**config.mk**
```make
export PLATFORM = sky130hd
export DESIGN_NAME = adc_calibrated_trimmed_mean
export DESIGN_NICKNAME = d
export VERILOG_FILES = /design/src/hw/rtl/actm_pkg.sv /design/src/hw/rtl/actm_ram.sv /design/src/hw/rtl/actm_div.sv /design/src/hw/rtl/adc_calibrated_trimmed_mean.sv
export SDC_FILE = /design/constraint.sdc
export NUM_CORES = 2
export LEC_CHECK = 0
export BUFFER_PORTS_ARGS = -buffer_cell sky130_fd_sc_hd__buf_2
export CAP_MARGIN = 0
export CORE_UTILIZATION = 57
export DETAILED_ROUTE_END_ITERATION = 6
export PLACE_DENSITY = 0.76
export SYNTH_ARGS = -nofsm -noshare
export SYNTH_HDL_FRONTEND = slang
export SYNTH_SLANG_ARGS = --single-unit
```
**constraint.sdc**
```tcl
create_clock -name clk -period 16 [get_ports clk]
set_input_delay 0.8 -clock clk [delete_from_list [all_inputs] [get_ports clk]]
set_output_delay 0.8 -clock clk [all_outputs]
set_load 0.02 [all_outputs]
```
**src/hw/rtl/actm_pkg.sv**
```systemverilog
// Shared constants, types and calibration tables for the calibrated trimmed mean block.
// Used by actm_div and adc_calibrated_trimmed_mean; depends on nothing else.
package actm_pkg;

  // Sizing of the block.
  localparam int WINDOW_LENGTH = 50;
  localparam int CHANNEL_COUNT = 6;
  localparam int CAL_SEGMENTS  = 16;
  localparam int ROM_SIZE      = 16;
  localparam int CAL_LIMIT     = (CAL_SEGMENTS < ROM_SIZE) ? CAL_SEGMENTS : ROM_SIZE;

  // Field widths.
  localparam int CH_W     = 3;
  localparam int RAW_W    = 32;
  localparam int VAL_W    = 13;
  localparam int GAIN_W   = 8;
  localparam int SAMPLE_W = 15;
  localparam int FACTOR_W = 8;

  // Window indexing and accumulation widths.
  localparam int IDX_W     = $clog2(WINDOW_LENGTH);
  localparam int CNT_W     = $clog2(WINDOW_LENGTH + 1);
  localparam int SUM_W     = VAL_W + CNT_W;
  localparam int CH_IDX_W  = (CHANNEL_COUNT > 1) ? $clog2(CHANNEL_COUNT) : 1;
  localparam int RAM_DEPTH = CHANNEL_COUNT * WINDOW_LENGTH;
  localparam int ADDR_W    = (RAM_DEPTH > 1) ? $clog2(RAM_DEPTH) : 1;

  // Shared multiplier: 21 x 32 bits, product registered.
  localparam int MUL_A_W     = 21;
  localparam int MUL_B_W     = 32;
  localparam int PROD_W      = MUL_A_W + MUL_B_W;
  localparam int SCALE_SHIFT = 12;
  localparam int RECIP_SHIFT = 37;
  localparam int QUO_W       = PROD_W - RECIP_SHIFT;

  localparam logic [MUL_B_W-1:0] SCALE_MUL  = 32'd1000;
  // Reciprocal of 100 scaled by 2^37; exact floor division for 32-bit operands.
  localparam logic [MUL_B_W-1:0] RECIP_100  = 32'd1374389535;
  localparam logic [VAL_W-1:0]   VALUE_MAX  = 13'd7999;
  localparam logic [GAIN_W-1:0]  GAIN_RESET = 8'd48;

  // Channel codes: CH_NARROW and CAL_CH_COUNT are zero based, CH_LAST is one based.
  localparam logic [CH_W-1:0] CH_NARROW    = 3'd1;
  localparam logic [CH_W-1:0] CAL_CH_COUNT = 3'd4;
  localparam logic [CH_W-1:0] CH_LAST      = 3'd6;

  typedef logic [VAL_W-1:0] val_t;

  typedef struct packed {
    logic                hit;
    logic [FACTOR_W-1:0] factor;
  } cal_sel_t;

  // Segment thresholds, shared by all calibrated channels.
  localparam val_t CAL_THRESH [ROM_SIZE] = '{
    13'd7,   13'd37,  13'd59,  13'd81,  13'd104, 13'd126, 13'd149, 13'd196,
    13'd293, 13'd383, 13'd477, 13'd571, 13'd658, 13'd758, 13'd849, 13'd926
  };

  // Percentage factors, one row per calibrated channel.
  localparam logic [FACTOR_W-1:0] CAL_FACTOR [4][ROM_SIZE] = '{
    '{8'd0, 8'd68, 8'd85, 8'd93, 8'd96, 8'd99, 8'd101, 8'd102,
      8'd102, 8'd104, 8'd105, 8'd105, 8'd106, 8'd106, 8'd106, 8'd108},
    '{8'd0, 8'd68, 8'd88, 8'd93, 8'd96, 8'd99, 8'd101, 8'd102,
      8'd102, 8'd104, 8'd105, 8'd105, 8'd106, 8'd106, 8'd106, 8'd108},
    '{8'd0, 8'd68, 8'd85, 8'd93, 8'd96, 8'd99, 8'd101, 8'd102,
      8'd102, 8'd104, 8'd105, 8'd105, 8'd106, 8'd106, 8'd106, 8'd108},
    '{8'd0, 8'd68, 8'd83, 8'd93, 8'd96, 8'd99, 8'd101, 8'd102,
      8'd102, 8'd104, 8'd105, 8'd105, 8'd106, 8'd106, 8'd106, 8'd108}
  };

  // Find the first threshold above t; the factor is the entry just before it.
  function automatic cal_sel_t cal_lookup(input logic [1:0] cal_ch, input val_t t);
    cal_sel_t sel;
    sel.hit    = 1'b0;
    sel.factor = '0;
    for (int i = CAL_LIMIT - 1; i >= 1; i--) begin
      if (t < CAL_THRESH[i]) begin
        sel.hit    = 1'b1;
        sel.factor = CAL_FACTOR[cal_ch][i-1];
      end
    end
    return sel;
  endfunction

endpackage

```
**src/hw/rtl/actm_ram.sv**
```systemverilog
// Generic single-port-write, single-port-read RAM with registered read data.
// Stand-alone; holds the per-channel sample windows of the trimmed mean block.
module actm_ram #(
  parameter int WIDTH = 13,
  parameter int DEPTH = 300
) (
  input  logic                                   clk,
  input  logic                                   wr_en,
  input  logic [((DEPTH > 1) ? $clog2(DEPTH) : 1)-1:0] wr_addr,
  input  logic [WIDTH-1:0]                       wr_data,
  input  logic [((DEPTH > 1) ? $clog2(DEPTH) : 1)-1:0] rd_addr,
  output logic [WIDTH-1:0]                       rd_data
);

  logic [WIDTH-1:0] mem [DEPTH];
  logic [WIDTH-1:0] rd_data_r;

  // Write port.
  always_ff @(posedge clk) begin
    if (wr_en) begin
      mem[wr_addr] <= wr_data;
    end
  end

  // Registered read port.
  always_ff @(posedge clk) begin
    rd_data_r <= mem[rd_addr];
  end

  assign rd_data = rd_data_r;

endmodule

```
**src/hw/rtl/actm_div.sv**
```systemverilog
// Restoring radix-2 divider, one quotient bit per cycle, for the window mean.
// Depends on actm_pkg for the sum and count widths.
module actm_div (
  input  logic                       clk,
  input  logic                       rst_n,
  input  logic                       start,
  input  logic [actm_pkg::SUM_W-1:0] dividend,
  input  logic [actm_pkg::CNT_W-1:0] divisor,
  output logic                       done,
  output logic [actm_pkg::SUM_W-1:0] quotient
);
  import actm_pkg::*;

  localparam int STEP_W = $clog2(SUM_W + 1);
  localparam logic [STEP_W-1:0] STEP_LAST = STEP_W'(SUM_W - 1);

  logic              busy_r, busy_nxt;
  logic              done_r, done_nxt;
  logic [STEP_W-1:0] step_r, step_nxt;
  logic [CNT_W-1:0]  rem_r, rem_nxt;
  logic [CNT_W-1:0]  div_r, div_nxt;
  logic [SUM_W-1:0]  quo_r, quo_nxt;
  logic [CNT_W:0]    rem_shift;
  logic [CNT_W:0]    trial;
  logic              fits;

  // One trial subtraction per cycle.
  always_comb begin
    rem_shift = {rem_r, quo_r[SUM_W-1]};
    trial     = rem_shift - {1'b0, div_r};
    fits      = (rem_shift >= {1'b0, div_r});
  end

  // Iteration control.
  always_comb begin
    busy_nxt = busy_r;
    done_nxt = 1'b0;
    step_nxt = step_r;
    rem_nxt  = rem_r;
    div_nxt  = div_r;
    quo_nxt  = quo_r;
    if (start) begin
      busy_nxt = 1'b1;
      step_nxt = '0;
      rem_nxt  = '0;
      div_nxt  = divisor;
      quo_nxt  = dividend;
    end else if (busy_r) begin
      rem_nxt  = fits ? trial[CNT_W-1:0] : rem_shift[CNT_W-1:0];
      quo_nxt  = {quo_r[SUM_W-2:0], fits};
      step_nxt = step_r + 1'b1;
      if (step_r == STEP_LAST) begin
        busy_nxt = 1'b0;
        done_nxt = 1'b1;
      end
    end
  end

  always_ff @(posedge clk) begin
    if (!rst_n) begin
      busy_r <= 1'b0;
      done_r <= 1'b0;
    end else begin
      busy_r <= busy_nxt;
      done_r <= done_nxt;
    end
  end

  always_ff @(posedge clk) begin
    step_r <= step_nxt;
    rem_r  <= rem_nxt;
    div_r  <= div_nxt;
    quo_r  <= quo_nxt;
  end

  assign done     = done_r;
  assign quotient = quo_r;

endmodule

```
**src/hw/rtl/adc_calibrated_trimmed_mean.sv**
```systemverilog
// Top level of the calibrated trimmed mean block: sequencer, shared multiplier, window scan.
// Depends on actm_pkg, actm_ram (sample windows) and actm_div (mean division).
//
// Usage:
//   The input channel carries a channel number (1..6) and a raw converter word; one
//   transfer happens when in_valid is high and in_stall is low. Each accepted item
//   produces exactly one result on the output channel, transferred when out_valid is
//   high and out_stall is low. The gain register for channels 5 and 6 is written by
//   pulsing cfg_wr_en with the new value; write it only while the block is idle.
//   An item with an invalid channel or an empty word skips the value path and goes
//   straight to S_OUT with a zero result. A valid item passes through three multiplier
//   steps for scaling and correction, a window write, a scan that issues one RAM read
//   per window entry and folds in each entry once its read data is registered, then
//   the divider, which finds one quotient bit per cycle, and a step that collects the
//   quotient. A flat window or one with nothing left to count skips the divider.
//   in_stall stays high while an item is in work. After reset the windows read as zero
//   through per-channel fill tracking, so no clearing pass is needed and the gain is 48.
//   While out_stall holds a finished result, the next result waits inside the block
//   until the output register frees.
module adc_calibrated_trimmed_mean (
  input  logic                        clk,
  input  logic                        rst_n,
  input  logic                        in_valid,
  output logic                        in_stall,
  input  logic [actm_pkg::CH_W-1:0]   in_channel_number,
  input  logic [actm_pkg::RAW_W-1:0]  in_raw_result,
  output logic                        out_valid,
  input  logic                        out_stall,
  output logic [actm_pkg::VAL_W-1:0]  out_filtered_value,
  input  logic                        cfg_wr_en,
  input  logic [actm_pkg::GAIN_W-1:0] cfg_direct_gain_percent
);
  import actm_pkg::*;

  localparam logic [3:0] S_IDLE   = 4'd0;
  localparam logic [3:0] S_SCALE  = 4'd1;
  localparam logic [3:0] S_CAL    = 4'd2;
  localparam logic [3:0] S_RECIP  = 4'd3;
  localparam logic [3:0] S_WRITE  = 4'd4;
  localparam logic [3:0] S_SCAN   = 4'd5;
  localparam logic [3:0] S_TRIM   = 4'd6;
  localparam logic [3:0] S_DIVIDE = 4'd7;
  localparam logic [3:0] S_OUT    = 4'd8;

  localparam logic [IDX_W-1:0]  WL_LAST = IDX_W'(WINDOW_LENGTH - 1);
  localparam logic [CNT_W-1:0]  WL_CNT  = CNT_W'(WINDOW_LENGTH);
  localparam logic [ADDR_W-1:0] WL_ADDR = ADDR_W'(WINDOW_LENGTH);

  // Sequencer and datapath registers.
  logic [3:0]          state_r, state_nxt;
  logic [CH_W-1:0]     ch_r, ch_nxt;
  logic [ADDR_W-1:0]   base_r, base_nxt;
  logic [SAMPLE_W-1:0] sample_r, sample_nxt;
  logic [PROD_W-1:0]   prod_r, prod_nxt;
  val_t                val_r, val_nxt;
  logic                bypass_r, bypass_nxt;
  logic [GAIN_W-1:0]   gain_r, gain_nxt;
  logic [CNT_W-1:0]    scan_idx_r, scan_idx_nxt;
  logic                rd_pend_r, rd_pend_nxt;
  logic [IDX_W-1:0]    rd_idx_r, rd_idx_nxt;
  val_t                max_r, max_nxt;
  val_t                min_r, min_nxt;
  logic [SUM_W-1:0]    sum_r, sum_nxt;
  logic [CNT_W-1:0]    cnt_r, cnt_nxt;
  val_t                res_r, res_nxt;
  logic                out_valid_r, out_valid_nxt;
  val_t                out_value_r, out_value_nxt;

  // Per-channel write position and wrap flag.
  logic [IDX_W-1:0]    pos_r [CHANNEL_COUNT];
  logic                filled_r [CHANNEL_COUNT];
  logic [IDX_W-1:0]    pos_nxt;
  logic                filled_nxt;
  logic                pos_upd;

  // Shared multiplier operands.
  logic [MUL_A_W-1:0]  mul_a;
  logic [MUL_B_W-1:0]  mul_b;

  // Helpers.
  logic [CH_IDX_W-1:0] chi;
  logic [CH_W-1:0]     in_ch;
  logic                chan_ok;
  logic                word_ok;
  val_t                scaled;
  cal_sel_t            cal_sel;
  logic [QUO_W-1:0]    quo100;
  val_t                new_val;
  val_t                entry;
  logic                entry_ok;
  logic                min_nz;
  logic [SUM_W-1:0]    sum_adj;
  logic [CNT_W-1:0]    cnt_adj;
  logic                out_free;

  // RAM and divider connections.
  logic                ram_we;
  logic [ADDR_W-1:0]   ram_waddr;
  logic [ADDR_W-1:0]   ram_raddr;
  val_t                ram_rdata;
  logic                div_start;
  logic                div_done;
  logic [SUM_W-1:0]    div_quo;

  actm_ram #(
    .WIDTH (VAL_W),
    .DEPTH (RAM_DEPTH)
  ) u_window (
    .clk     (clk),
    .wr_en   (ram_we),
    .wr_addr (ram_waddr),
    .wr_data (new_val),
    .rd_addr (ram_raddr),
    .rd_data (ram_rdata)
  );

  actm_div u_div (
    .clk      (clk),
    .rst_n    (rst_n),
    .start    (div_start),
    .dividend (sum_adj),
    .divisor  (cnt_adj),
    .done     (div_done),
    .quotient (div_quo)
  );

  // Input checks on the incoming item.
  always_comb begin
    in_ch   = in_channel_number - 1'b1;
    chan_ok = (in_channel_number inside {[3'd1:CH_LAST]}) &&
              (int'(in_channel_number) <= CHANNEL_COUNT);
    word_ok = (in_raw_result[RAW_W-2:0] != '0);
  end

  // Value path helpers: scaling result, calibration lookup, divide by 100.
  always_comb begin
    chi     = ch_r[CH_IDX_W-1:0];
    scaled  = prod_r[SCALE_SHIFT +: VAL_W];
    cal_sel = cal_lookup(ch_r[1:0], scaled);
    quo100  = prod_r[RECIP_SHIFT +: QUO_W];
    if (bypass_r) begin
      new_val = val_r;
    end else if (quo100 > QUO_W'(VALUE_MAX)) begin
      new_val = VALUE_MAX;
    end else begin
      new_val = quo100[VAL_W-1:0];
    end
  end

  // Window entry seen by the scan; entries never written read as zero.
  always_comb begin
    entry_ok = filled_r[chi] || (rd_idx_r < pos_r[chi]);
    entry    = entry_ok ? ram_rdata : '0;
  end

  // Trim the first maximum and, if it is nonzero, the first minimum out of the sum and count.
  always_comb begin
    min_nz  = (min_r != '0);
    sum_adj = sum_r - SUM_W'(max_r) - (min_nz ? SUM_W'(min_r) : '0);
    cnt_adj = cnt_r - CNT_W'(1) - (min_nz ? CNT_W'(1) : '0);
  end

  // Sequencer.
  always_comb begin
    state_nxt     = state_r;
    ch_nxt        = ch_r;
    base_nxt      = base_r;
    sample_nxt    = sample_r;
    prod_nxt      = prod_r;
    val_nxt       = val_r;
    bypass_nxt    = bypass_r;
    gain_nxt      = cfg_wr_en ? cfg_direct_gain_percent : gain_r;
    scan_idx_nxt  = scan_idx_r;
    rd_pend_nxt   = 1'b0;
    rd_idx_nxt    = rd_idx_r;
    max_nxt       = max_r;
    min_nxt       = min_r;
    sum_nxt       = sum_r;
    cnt_nxt       = cnt_r;
    res_nxt       = res_r;
    out_free      = !out_valid_r || !out_stall;
    out_valid_nxt = out_valid_r && out_stall;
    out_value_nxt = out_value_r;
    mul_a         = '0;
    mul_b         = '0;
    ram_we        = 1'b0;
    ram_waddr     = base_r + ADDR_W'(pos_r[chi]);
    ram_raddr     = base_r + ADDR_W'(scan_idx_r[IDX_W-1:0]);
    pos_upd       = 1'b0;
    pos_nxt       = (pos_r[chi] == WL_LAST) ? '0 : pos_r[chi] + 1'b1;
    filled_nxt    = filled_r[chi] || (pos_r[chi] == WL_LAST);
    div_start     = 1'b0;

    case (state_r)
      S_IDLE: begin
        if (in_valid) begin
          ch_nxt   = in_ch;
          base_nxt = ADDR_W'(in_ch) * WL_ADDR;
          if (in_ch == CH_NARROW) begin
            sample_nxt = SAMPLE_W'(in_raw_result[15:4]);
          end else begin
            sample_nxt = in_raw_result[18:4];
          end
          if (chan_ok && word_ok) begin
            state_nxt = S_SCALE;
          end else begin
            res_nxt   = '0;
            state_nxt = S_OUT;
          end
        end
      end
      S_SCALE: begin
        // Raw sample times 1000; the shift by 12 is taken in the next step.
        mul_a     = MUL_A_W'(sample_r);
        mul_b     = SCALE_MUL;
        prod_nxt  = PROD_W'(mul_a) * PROD_W'(mul_b);
        state_nxt = S_CAL;
      end
      S_CAL: begin
        // Apply the calibration factor or the direct gain.
        val_nxt = scaled;
        mul_a   = MUL_A_W'(scaled);
        if (ch_r < CAL_CH_COUNT) begin
          bypass_nxt = !cal_sel.hit;
          mul_b      = MUL_B_W'(cal_sel.factor);
        end else begin
          bypass_nxt = 1'b0;
          mul_b      = MUL_B_W'(gain_r);
        end
        prod_nxt  = PROD_W'(mul_a) * PROD_W'(mul_b);
        state_nxt = S_RECIP;
      end
      S_RECIP: begin
        // Divide by 100 through the scaled reciprocal.
        mul_a     = prod_r[MUL_A_W-1:0];
        mul_b     = RECIP_100;
        prod_nxt  = PROD_W'(mul_a) * PROD_W'(mul_b);
        state_nxt = S_WRITE;
      end
      S_WRITE: begin
        ram_we       = 1'b1;
        pos_upd      = 1'b1;
        scan_idx_nxt = '0;
        state_nxt    = S_SCAN;
      end
      S_SCAN: begin
        // Issue one read per cycle, fold in the entry whose read was issued in the previous cycle.
        if (scan_idx_r < WL_CNT) begin
          rd_pend_nxt  = 1'b1;
          rd_idx_nxt   = scan_idx_r[IDX_W-1:0];
          scan_idx_nxt = scan_idx_r + 1'b1;
        end
        if (rd_pend_r) begin
          if (rd_idx_r == '0) begin
            max_nxt = entry;
            min_nxt = entry;
            sum_nxt = SUM_W'(entry);
            cnt_nxt = (entry != '0) ? CNT_W'(1) : '0;
          end else begin
            if (entry > max_r) begin
              max_nxt = entry;
            end
            if (entry < min_r) begin
              min_nxt = entry;
            end
            sum_nxt = sum_r + SUM_W'(entry);
            cnt_nxt = cnt_r + ((entry != '0) ? CNT_W'(1) : '0);
          end
          if (rd_idx_r == WL_LAST) begin
            state_nxt = S_TRIM;
          end
        end
      end
      S_TRIM: begin
        if (max_r == min_r) begin
          res_nxt   = max_r;
          state_nxt = S_OUT;
        end else if (cnt_adj == '0) begin
          res_nxt   = '0;
          state_nxt = S_OUT;
        end else begin
          div_start = 1'b1;
          state_nxt = S_DIVIDE;
        end
      end
      S_DIVIDE: begin
        if (div_done) begin
          res_nxt   = div_quo[VAL_W-1:0];
          state_nxt = S_OUT;
        end
      end
      S_OUT: begin
        // Hand the result to the output register once it is free.
        if (out_free) begin
          out_valid_nxt = 1'b1;
          out_value_nxt = res_r;
          state_nxt     = S_IDLE;
        end
      end
      default: begin
        state_nxt = S_IDLE;
      end
    endcase
  end

  // Control registers.
  always_ff @(posedge clk) begin
    if (!rst_n) begin
      state_r     <= S_IDLE;
      out_valid_r <= 1'b0;
      rd_pend_r   <= 1'b0;
      gain_r      <= GAIN_RESET;
    end else begin
      state_r     <= state_nxt;
      out_valid_r <= out_valid_nxt;
      rd_pend_r   <= rd_pend_nxt;
      gain_r      <= gain_nxt;
    end
  end

  // Per-channel fill tracking, cleared at reset.
  always_ff @(posedge clk) begin
    if (!rst_n) begin
      for (int c = 0; c < CHANNEL_COUNT; c++) begin
        pos_r[c]    <= '0;
        filled_r[c] <= 1'b0;
      end
    end else if (pos_upd) begin
      pos_r[chi]    <= pos_nxt;
      filled_r[chi] <= filled_nxt;
    end
  end

  // Payload registers.
  always_ff @(posedge clk) begin
    ch_r        <= ch_nxt;
    base_r      <= base_nxt;
    sample_r    <= sample_nxt;
    prod_r      <= prod_nxt;
    val_r       <= val_nxt;
    bypass_r    <= bypass_nxt;
    scan_idx_r  <= scan_idx_nxt;
    rd_idx_r    <= rd_idx_nxt;
    max_r       <= max_nxt;
    min_r       <= min_nxt;
    sum_r       <= sum_nxt;
    cnt_r       <= cnt_nxt;
    res_r       <= res_nxt;
    out_value_r <= out_value_nxt;
  end

  assign in_stall           = (state_r != S_IDLE);
  assign out_valid          = out_valid_r;
  assign out_filtered_value = out_value_r;

endmodule
```
### Word level (Yosys, flattened, before mapping)

Memories as Yosys holds them, arrays and structs flattened. A register that Yosys moved wholly into a read port is not among the register bits.
Index checks and enable logic that the tools add are counted.

| operators by class | value |
|---|---|
| $add $sub $neg | 13 |
| multiply operators | 4 |
| $lt $le $gt $ge | 26 |
| eq/ne operators | 21 |
| multiplexer cells | 78 |
| bitwise logic cells | 3 |
| reductions and logical operators | 36 |

Operator list:

| cell | count |
|---|---|
| $bmux 128 s2 | 1 |
| $mux 128 | 2 |
| $mux 13 | 14 |
| $pmux 53 s3 | 1 |
| $mux 9 | 15 |
| $lt 13x10->1 const B | 5 |
| $mul 21x31->52 const B | 1 |
| $mul 13x32->45 | 1 |
| $lt 13x7->1 const B | 3 |
| $lt 13x9->1 const B | 3 |
| $pmux 13 s3 | 1 |
| $mux 19 | 2 |
| $sub 19x13->19 | 2 |
| $pmux 4 s9 | 1 |
| $mux 32 | 1 |
| $mux 4 | 8 |
| $reduce_bool 31->1 | 1 |
| $mux 6 | 5 |
| $lt 13x6->1 const B | 2 |
| $lt 13x8->1 const B | 2 |
| $reduce_bool 13->1 | 2 |
| $mul 15x7->22 const B | 1 |
| $mux 1 | 21 |
| $add 19x13->19 | 1 |
| other kinds (49) | 85 |

| word-level totals | value |
|---|---|
| bits in registers | 234 |
| RAM bits | 3942 |
| bits of input ports | 48 |
| output and inout bits | 15 |
| logic and storage cells | 210 |
| memories kept | 3 |

Memories:

| memory | depth | width | read ports | clocked after memory_dff | write ports | RTL line | RTL |
|---|---|---|---|---|---|---|---|
| u_window.mem | 300 | 13 | 1 | 1 | 1 | actm_ram.sv:15 | `logic [WIDTH-1:0] mem [DEPTH];` |
| pos_r | 6 | 6 | 1 | 1 | 6 | adc_calibrated_trimmed_mean.sv:70 | `logic [IDX_W-1:0] pos_r [CHANNEL_COUNT];` |
| filled_r | 6 | 1 | 1 | 1 | 6 | adc_calibrated_trimmed_mean.sv:71 | `logic filled_r [CHANNEL_COUNT];` |

### Logic depth before layout (Yosys ltp)

| depth | value |
|---|---|
| depth in word-level cells | 23 |
| gate-level depth with buffers | 31 |
| gate-level depth less buffers | 30 |

### Modules after synthesis

Synthesis repeated with hierarchy kept, for this count alone.

| unflattened totals | value |
|---|---|
| cells, all modules | 9845 |
| area total of the unflattened synthesis | 181990.8 um2 |

Modules (own cells, without submodules):

| module | times used | cells an instance | area an instance (um2) | seq. area each (um2) |
|---|---|---|---|---|
| actm_ram | 1 | 6721 | 150234.1 | 117372.6 |
| adc_calibrated_trimmed_mean | 1 | 2972 | 29901.2 | 6926.6 |
| actm_div | 1 | 152 | 1855.5 | 1011.0 |

### Worst setup path after synthesis

OpenSTA, ideal clock, no wires.

| timing | value |
|---|---|
| kind | register -> register |
| start | register bypass_r |
| end | memory u_window.mem[0][7] (data pin) |
| library setup time | 2529 ps |
| data arrival time | 12527 ps |
| data required time | 13471 ps |
| path slack | 943 ps |
| cell stages (with the launch flop) | 5 |
| path buffers | 1 |
| clock period less this slack | 15057 ps |
| cells stage by stage | edfxtp_1 -> nor3_1 -> o21ai_0 -> clkbuf_1 -> o21ai_0 |

| between the ends | value |
|---|---|
| cells in the longest elaborated chain, start to end | 1 |

Ends and longest elaborated chain:

| item | RTL line | RTL |
|---|---|---|
| start: declaration | adc_calibrated_trimmed_mean.sv:56 | `logic bypass_r, bypass_nxt;` |
| start signal: assignment | adc_calibrated_trimmed_mean.sv:341 | `bypass_r <= bypass_nxt;` |
| $mux 13 | adc_calibrated_trimmed_mean.sv:141 | `if (bypass_r) begin` |
| via new_val[7] | adc_calibrated_trimmed_mean.sv:88 | `val_t new_val;` |
| end: declaration | actm_ram.sv:15 |  |

The timed path passes the listed nets, and every way through them passes these cells.

### Final worst setup path

| timing | value |
|---|---|
| start | register prod_r[19] |
| end | register prod_r[15] (data pin) |

| between the ends | value |
|---|---|
| cells in the longest elaborated chain, start to end | 20 |
| elaborated cells between the ends (all ways) | 34 |
| those cells by class | mul: 1; order compare: 15; mux: 18 |

Ends and longest elaborated chain:

| item | RTL line | RTL |
|---|---|---|
| start: declaration | adc_calibrated_trimmed_mean.sv:54 | `logic [PROD_W-1:0] prod_r, prod_nxt;` |
| start signal: assignment | adc_calibrated_trimmed_mean.sv:339 | `prod_r <= prod_nxt;` |
| $lt 13x10->1 | actm_pkg.sv:78 | `if (t < CAL_THRESH[i]) begin` |
| $mux 9 (15 in series) | actm_pkg.sv:78 |  |
| $mux 8 | adc_calibrated_trimmed_mean.sv:223 | `if (ch_r < CAL_CH_COUNT) begin` |
| $mux 32 | adc_calibrated_trimmed_mean.sv:194 | `case (state_r)` |
| $mul 13x32->45 (*) | adc_calibrated_trimmed_mean.sv:230 | `prod_nxt = PROD_W'(mul_a) * PROD_W'(mul_b);` |
| $pmux 53 s3 (*) | adc_calibrated_trimmed_mean.sv:194 |  |
| via prod_nxt[15] | adc_calibrated_trimmed_mean.sv:54 |  |

Mark *: on every way through the listed nets, which the timed path passes. The rest lies on a longest branch. The select of a mux whose other input is x is not followed.
A chain may end at the register's enable or synchronous reset.

==> results.json <==
{
  "clock-root-buffer": "clkbuf_16",
  "grt_overflow": 0,
  "drc": 0,
  "endpoint_kind": "flop",
  "async_flop_share_pct": 0,
  "synthAdderAreaFrac_pct": 6.994,
  "coreArea_um2": 318100,
  "met2_usage_pct": 45.11,
  "rsz0062_at_grt": "no",
  "drive_gt1_share_pct": 21.21,
  "drt_iter0_markers": 12570,
  "cts_made_buffers": 405,
  "slew_viol_final": 0,
  "ys_ff_latch": 4189,
  "crit_arrival_ns": 9.66,
  "avgSynthCellArea_um2": 18.69,
  "grt_pass1_vias": 97600,
  "post_dp_cell_area_um2": 188500,
  "cts_resized": 0,
  "cp.required_ns": 16.68,
  "synth_compound_area_share_pct": 2.320,
  "vias_per_cell": 6.588,
  "drt_first_pass_iters": 7,
  "synth_nets": 10610,
  "die_h_um": 567.3,
  "setup_viol": 0,
  "ys_types": 84,
  "antenna_found_initial": 19,
  "hpwl_mm": 271.7,
  "grt_start_max_net_pins": 225,
  "antenna_left": 0,
  "io_buffers": 61,
  "met3_usage_pct": 6.278,
  "h-tree-depth": 5,
  "clkSlewWorstSetupHoldPaths_ns": 0.07,
  "synth_top_family_by_area": "multiplexers",
  "cp_max_fo": 13,
  "drt-total-wl_mm": 458.7,
  "period_minus_slack_ns": 8.980,
  "synth_xor_area_share_pct": 0.6779,
  "syn_to_final_growth_pct": 10.72,
  "syn-cell-area_um2": 182200,
  "synthSimpleGateAreaFrac_pct": 3.987,
  "die_x_um": 567.3,
  "vias": 96370,
  "status": "finished, final reports clean",
  "tightest_slew_ns": 1.437,
  "max_freq_ghz": 0.1114,
  "fin_setup_tns_ns": 0,
  "start_util_pct": 57.28,
  "num_rows": 207,
  "ioPinCount": 63,
  "maxCapViolCount": 0,
  "wl_per_cell_um": 31.36,
  "cts_num_sinks": 4189,
  "syn_inst": 9748,
  "place_congestion": 0.8965,
  "fin_skew_ns": 0.05030,
  "finalNetCount": 10960,
  "die_area_um2": 321900,
  "worst_path_largest_cell_delay_ns": 0.98,
  "busiest_layer": "met2",
  "grt_pass1_wl_mm": 668.5,
  "clock_path_buffers": 4,
  "crit_type": "flop to flop",
  "final_common_cell": "edfxtp_1",
  "hold_path_class": "input port to flop",
  "grt_usage_pct": 28.57,
  "cts_tree": "yes",
  "hold_violations": 0,
  "fin_crit_sh_pct": 56.12,
  "synth_ff_type": "edfxtp_1",
  "slowest_stage": "o21ai_1",
  "start_kind": "flop",
  "design_area_um2": 201700,
  "ys_seq_area_share_pct": 68.78,
  "yosys_warnings": 0,
  "relSlewSlack_pct": 3.984,
  "grt_use_met1_pct": 39.29,
  "insertion_delay_ns": 0.97,
  "synthMuxAreaShare_pct": 14.78,
  "final_cell_mix": "edfxtp_1 (4141), mux4_2 (1149), inv_1 (624)",
  "synth_edf_count": 4141
}
==> stage by stage <==
step / instances / setup WS (ns) / hold WS (ns) / util (%)
6_report: 14630 / 7.020 / 0.05665 / 63.42
5_1_grt: 14620 / 6.648 / 0.05218 / 63.41
4_1_cts: 14620 / 7.104 / 0.002166 / 63.41
3_5_place_dp: 13870 / 7.163 / 0.4072 / 59.28
3_3_place_gp: 13870 / 7.321 / 0.4012 / 59.28
2_1_floorplan: 9748 / 0.9431 / 0.4003 / -
==> cell families after synthesis <==
group / count (synthesis)
AOI/OAI and AO/OA: 657
muxes: 1251
adders and majority gates: 809
buffers and inverters: 1065
xor gates and xnor gates: 141
and+or+nand+nor: 1636
DFF: 4189
==> what timing repair did <==
item | in CTS | in global routing
hold buffers | 9 | 0
endpoints found under the hold margin | 9 | 0
buffers inserted | 0 | 0
==> per-layer routing <==
metal / share of wire, % / vias up
li1: - / 39030
met1: 37 / 49970
met2: 48 / 6376
met3: 11 / 986
met4: 4.5 / 10
met5: 0.016 / -
==> sequential cells by signal, summed over array words and instances, names as in the netlist, 8 cells and up, named ones only <==
| name | flops |
|---|---|
| filled_r | 8 |
| gain_r | 8 |
| max_r | 13 |
| min_r | 13 |
| out_filtered_value | 13 |
| pos_r | 48 |
| prod_r | 40 |
| res_r | 13 |
| sample_r | 15 |
| sum_r | 19 |
| u_div.quotient | 19 |
| u_window.mem | 3900 |
| u_window.rd_data | 13 |
| val_r | 13 |
==> worst paths after layout <==
path / cells past startpoint / slack (ns) / from / endpoint
max: 25 / 7.02 / prod_r[19] / prod_r[15]
min: 1 / 0.06 / in_raw_result[10] / sample_r[6]
max reg2reg: 25 / 7.02 / prod_r[19] / prod_r[15]
min reg2reg: 0 / 0.42 / res_r[9] / out_filtered_value[9]
==> cells in the mapped netlist (45+ instances only) <==
| cell | number | share of area, % |
|---|---|---|
| a21oi_1 | 189 | 0.52 |
| nand2_1 | 578 | 1.2 |
| a21o_1 | 55 | 0.23 |
| mux2i_1 | 84 | 0.46 |
| o21ai_0 | 138 | 0.38 |
| nor2b_1 | 45 | 0.15 |
| buf_2 | 139 | 0.38 |
| ha_1 | 460 | 3.2 |
| edfxtp_1 | 4141 | 68 |
| and2_1 | 52 | 0.18 |
| buf_4 | 56 | 0.23 |
| clkbuf_1 | 200 | 0.41 |
| nor2_1 | 541 | 1.1 |
| fa_1 | 349 | 3.8 |
| dfxtp_1 | 48 | 0.53 |
| xor2_1 | 57 | 0.27 |
| mux4_2 | 1149 | 14 |
| inv_1 | 624 | 1.3 |
| xnor2_1 | 84 | 0.40 |
| nand3_1 | 170 | 0.47 |
==> worst max-delay path, delay by kind of cell (launching register included) <==
kind | cells | cell delay (ns)
AOI/OAI and AO/OA | 9 | 3.19
adders and majority gates | 7 | 2.51
and+or+nand+nor | 5 | 1.29
DFF | 1 | 0.90
buffers and inverters | 4 | 0.80
==> layout make-up <==
| class | count | area (um^2) |
|---|---|---|
| clock inverter | 258 | 2432 |
| antenna | 9 | 22.52 |
| tap | 4180 | 5230 |
| fill | 20660 | 116300 |
| clock buffer | 485 | 10590 |
| multi-input combinational | 4494 | 52760 |
| inverter | 625 | 2346 |
| sequential | 4189 | 125300 |
| timing repair buffer | 388 | 3012 |
Power is left out: the tool's default activity adds up to more than one toggle a clock period on the data nets, which glitch-free logic cannot reach.
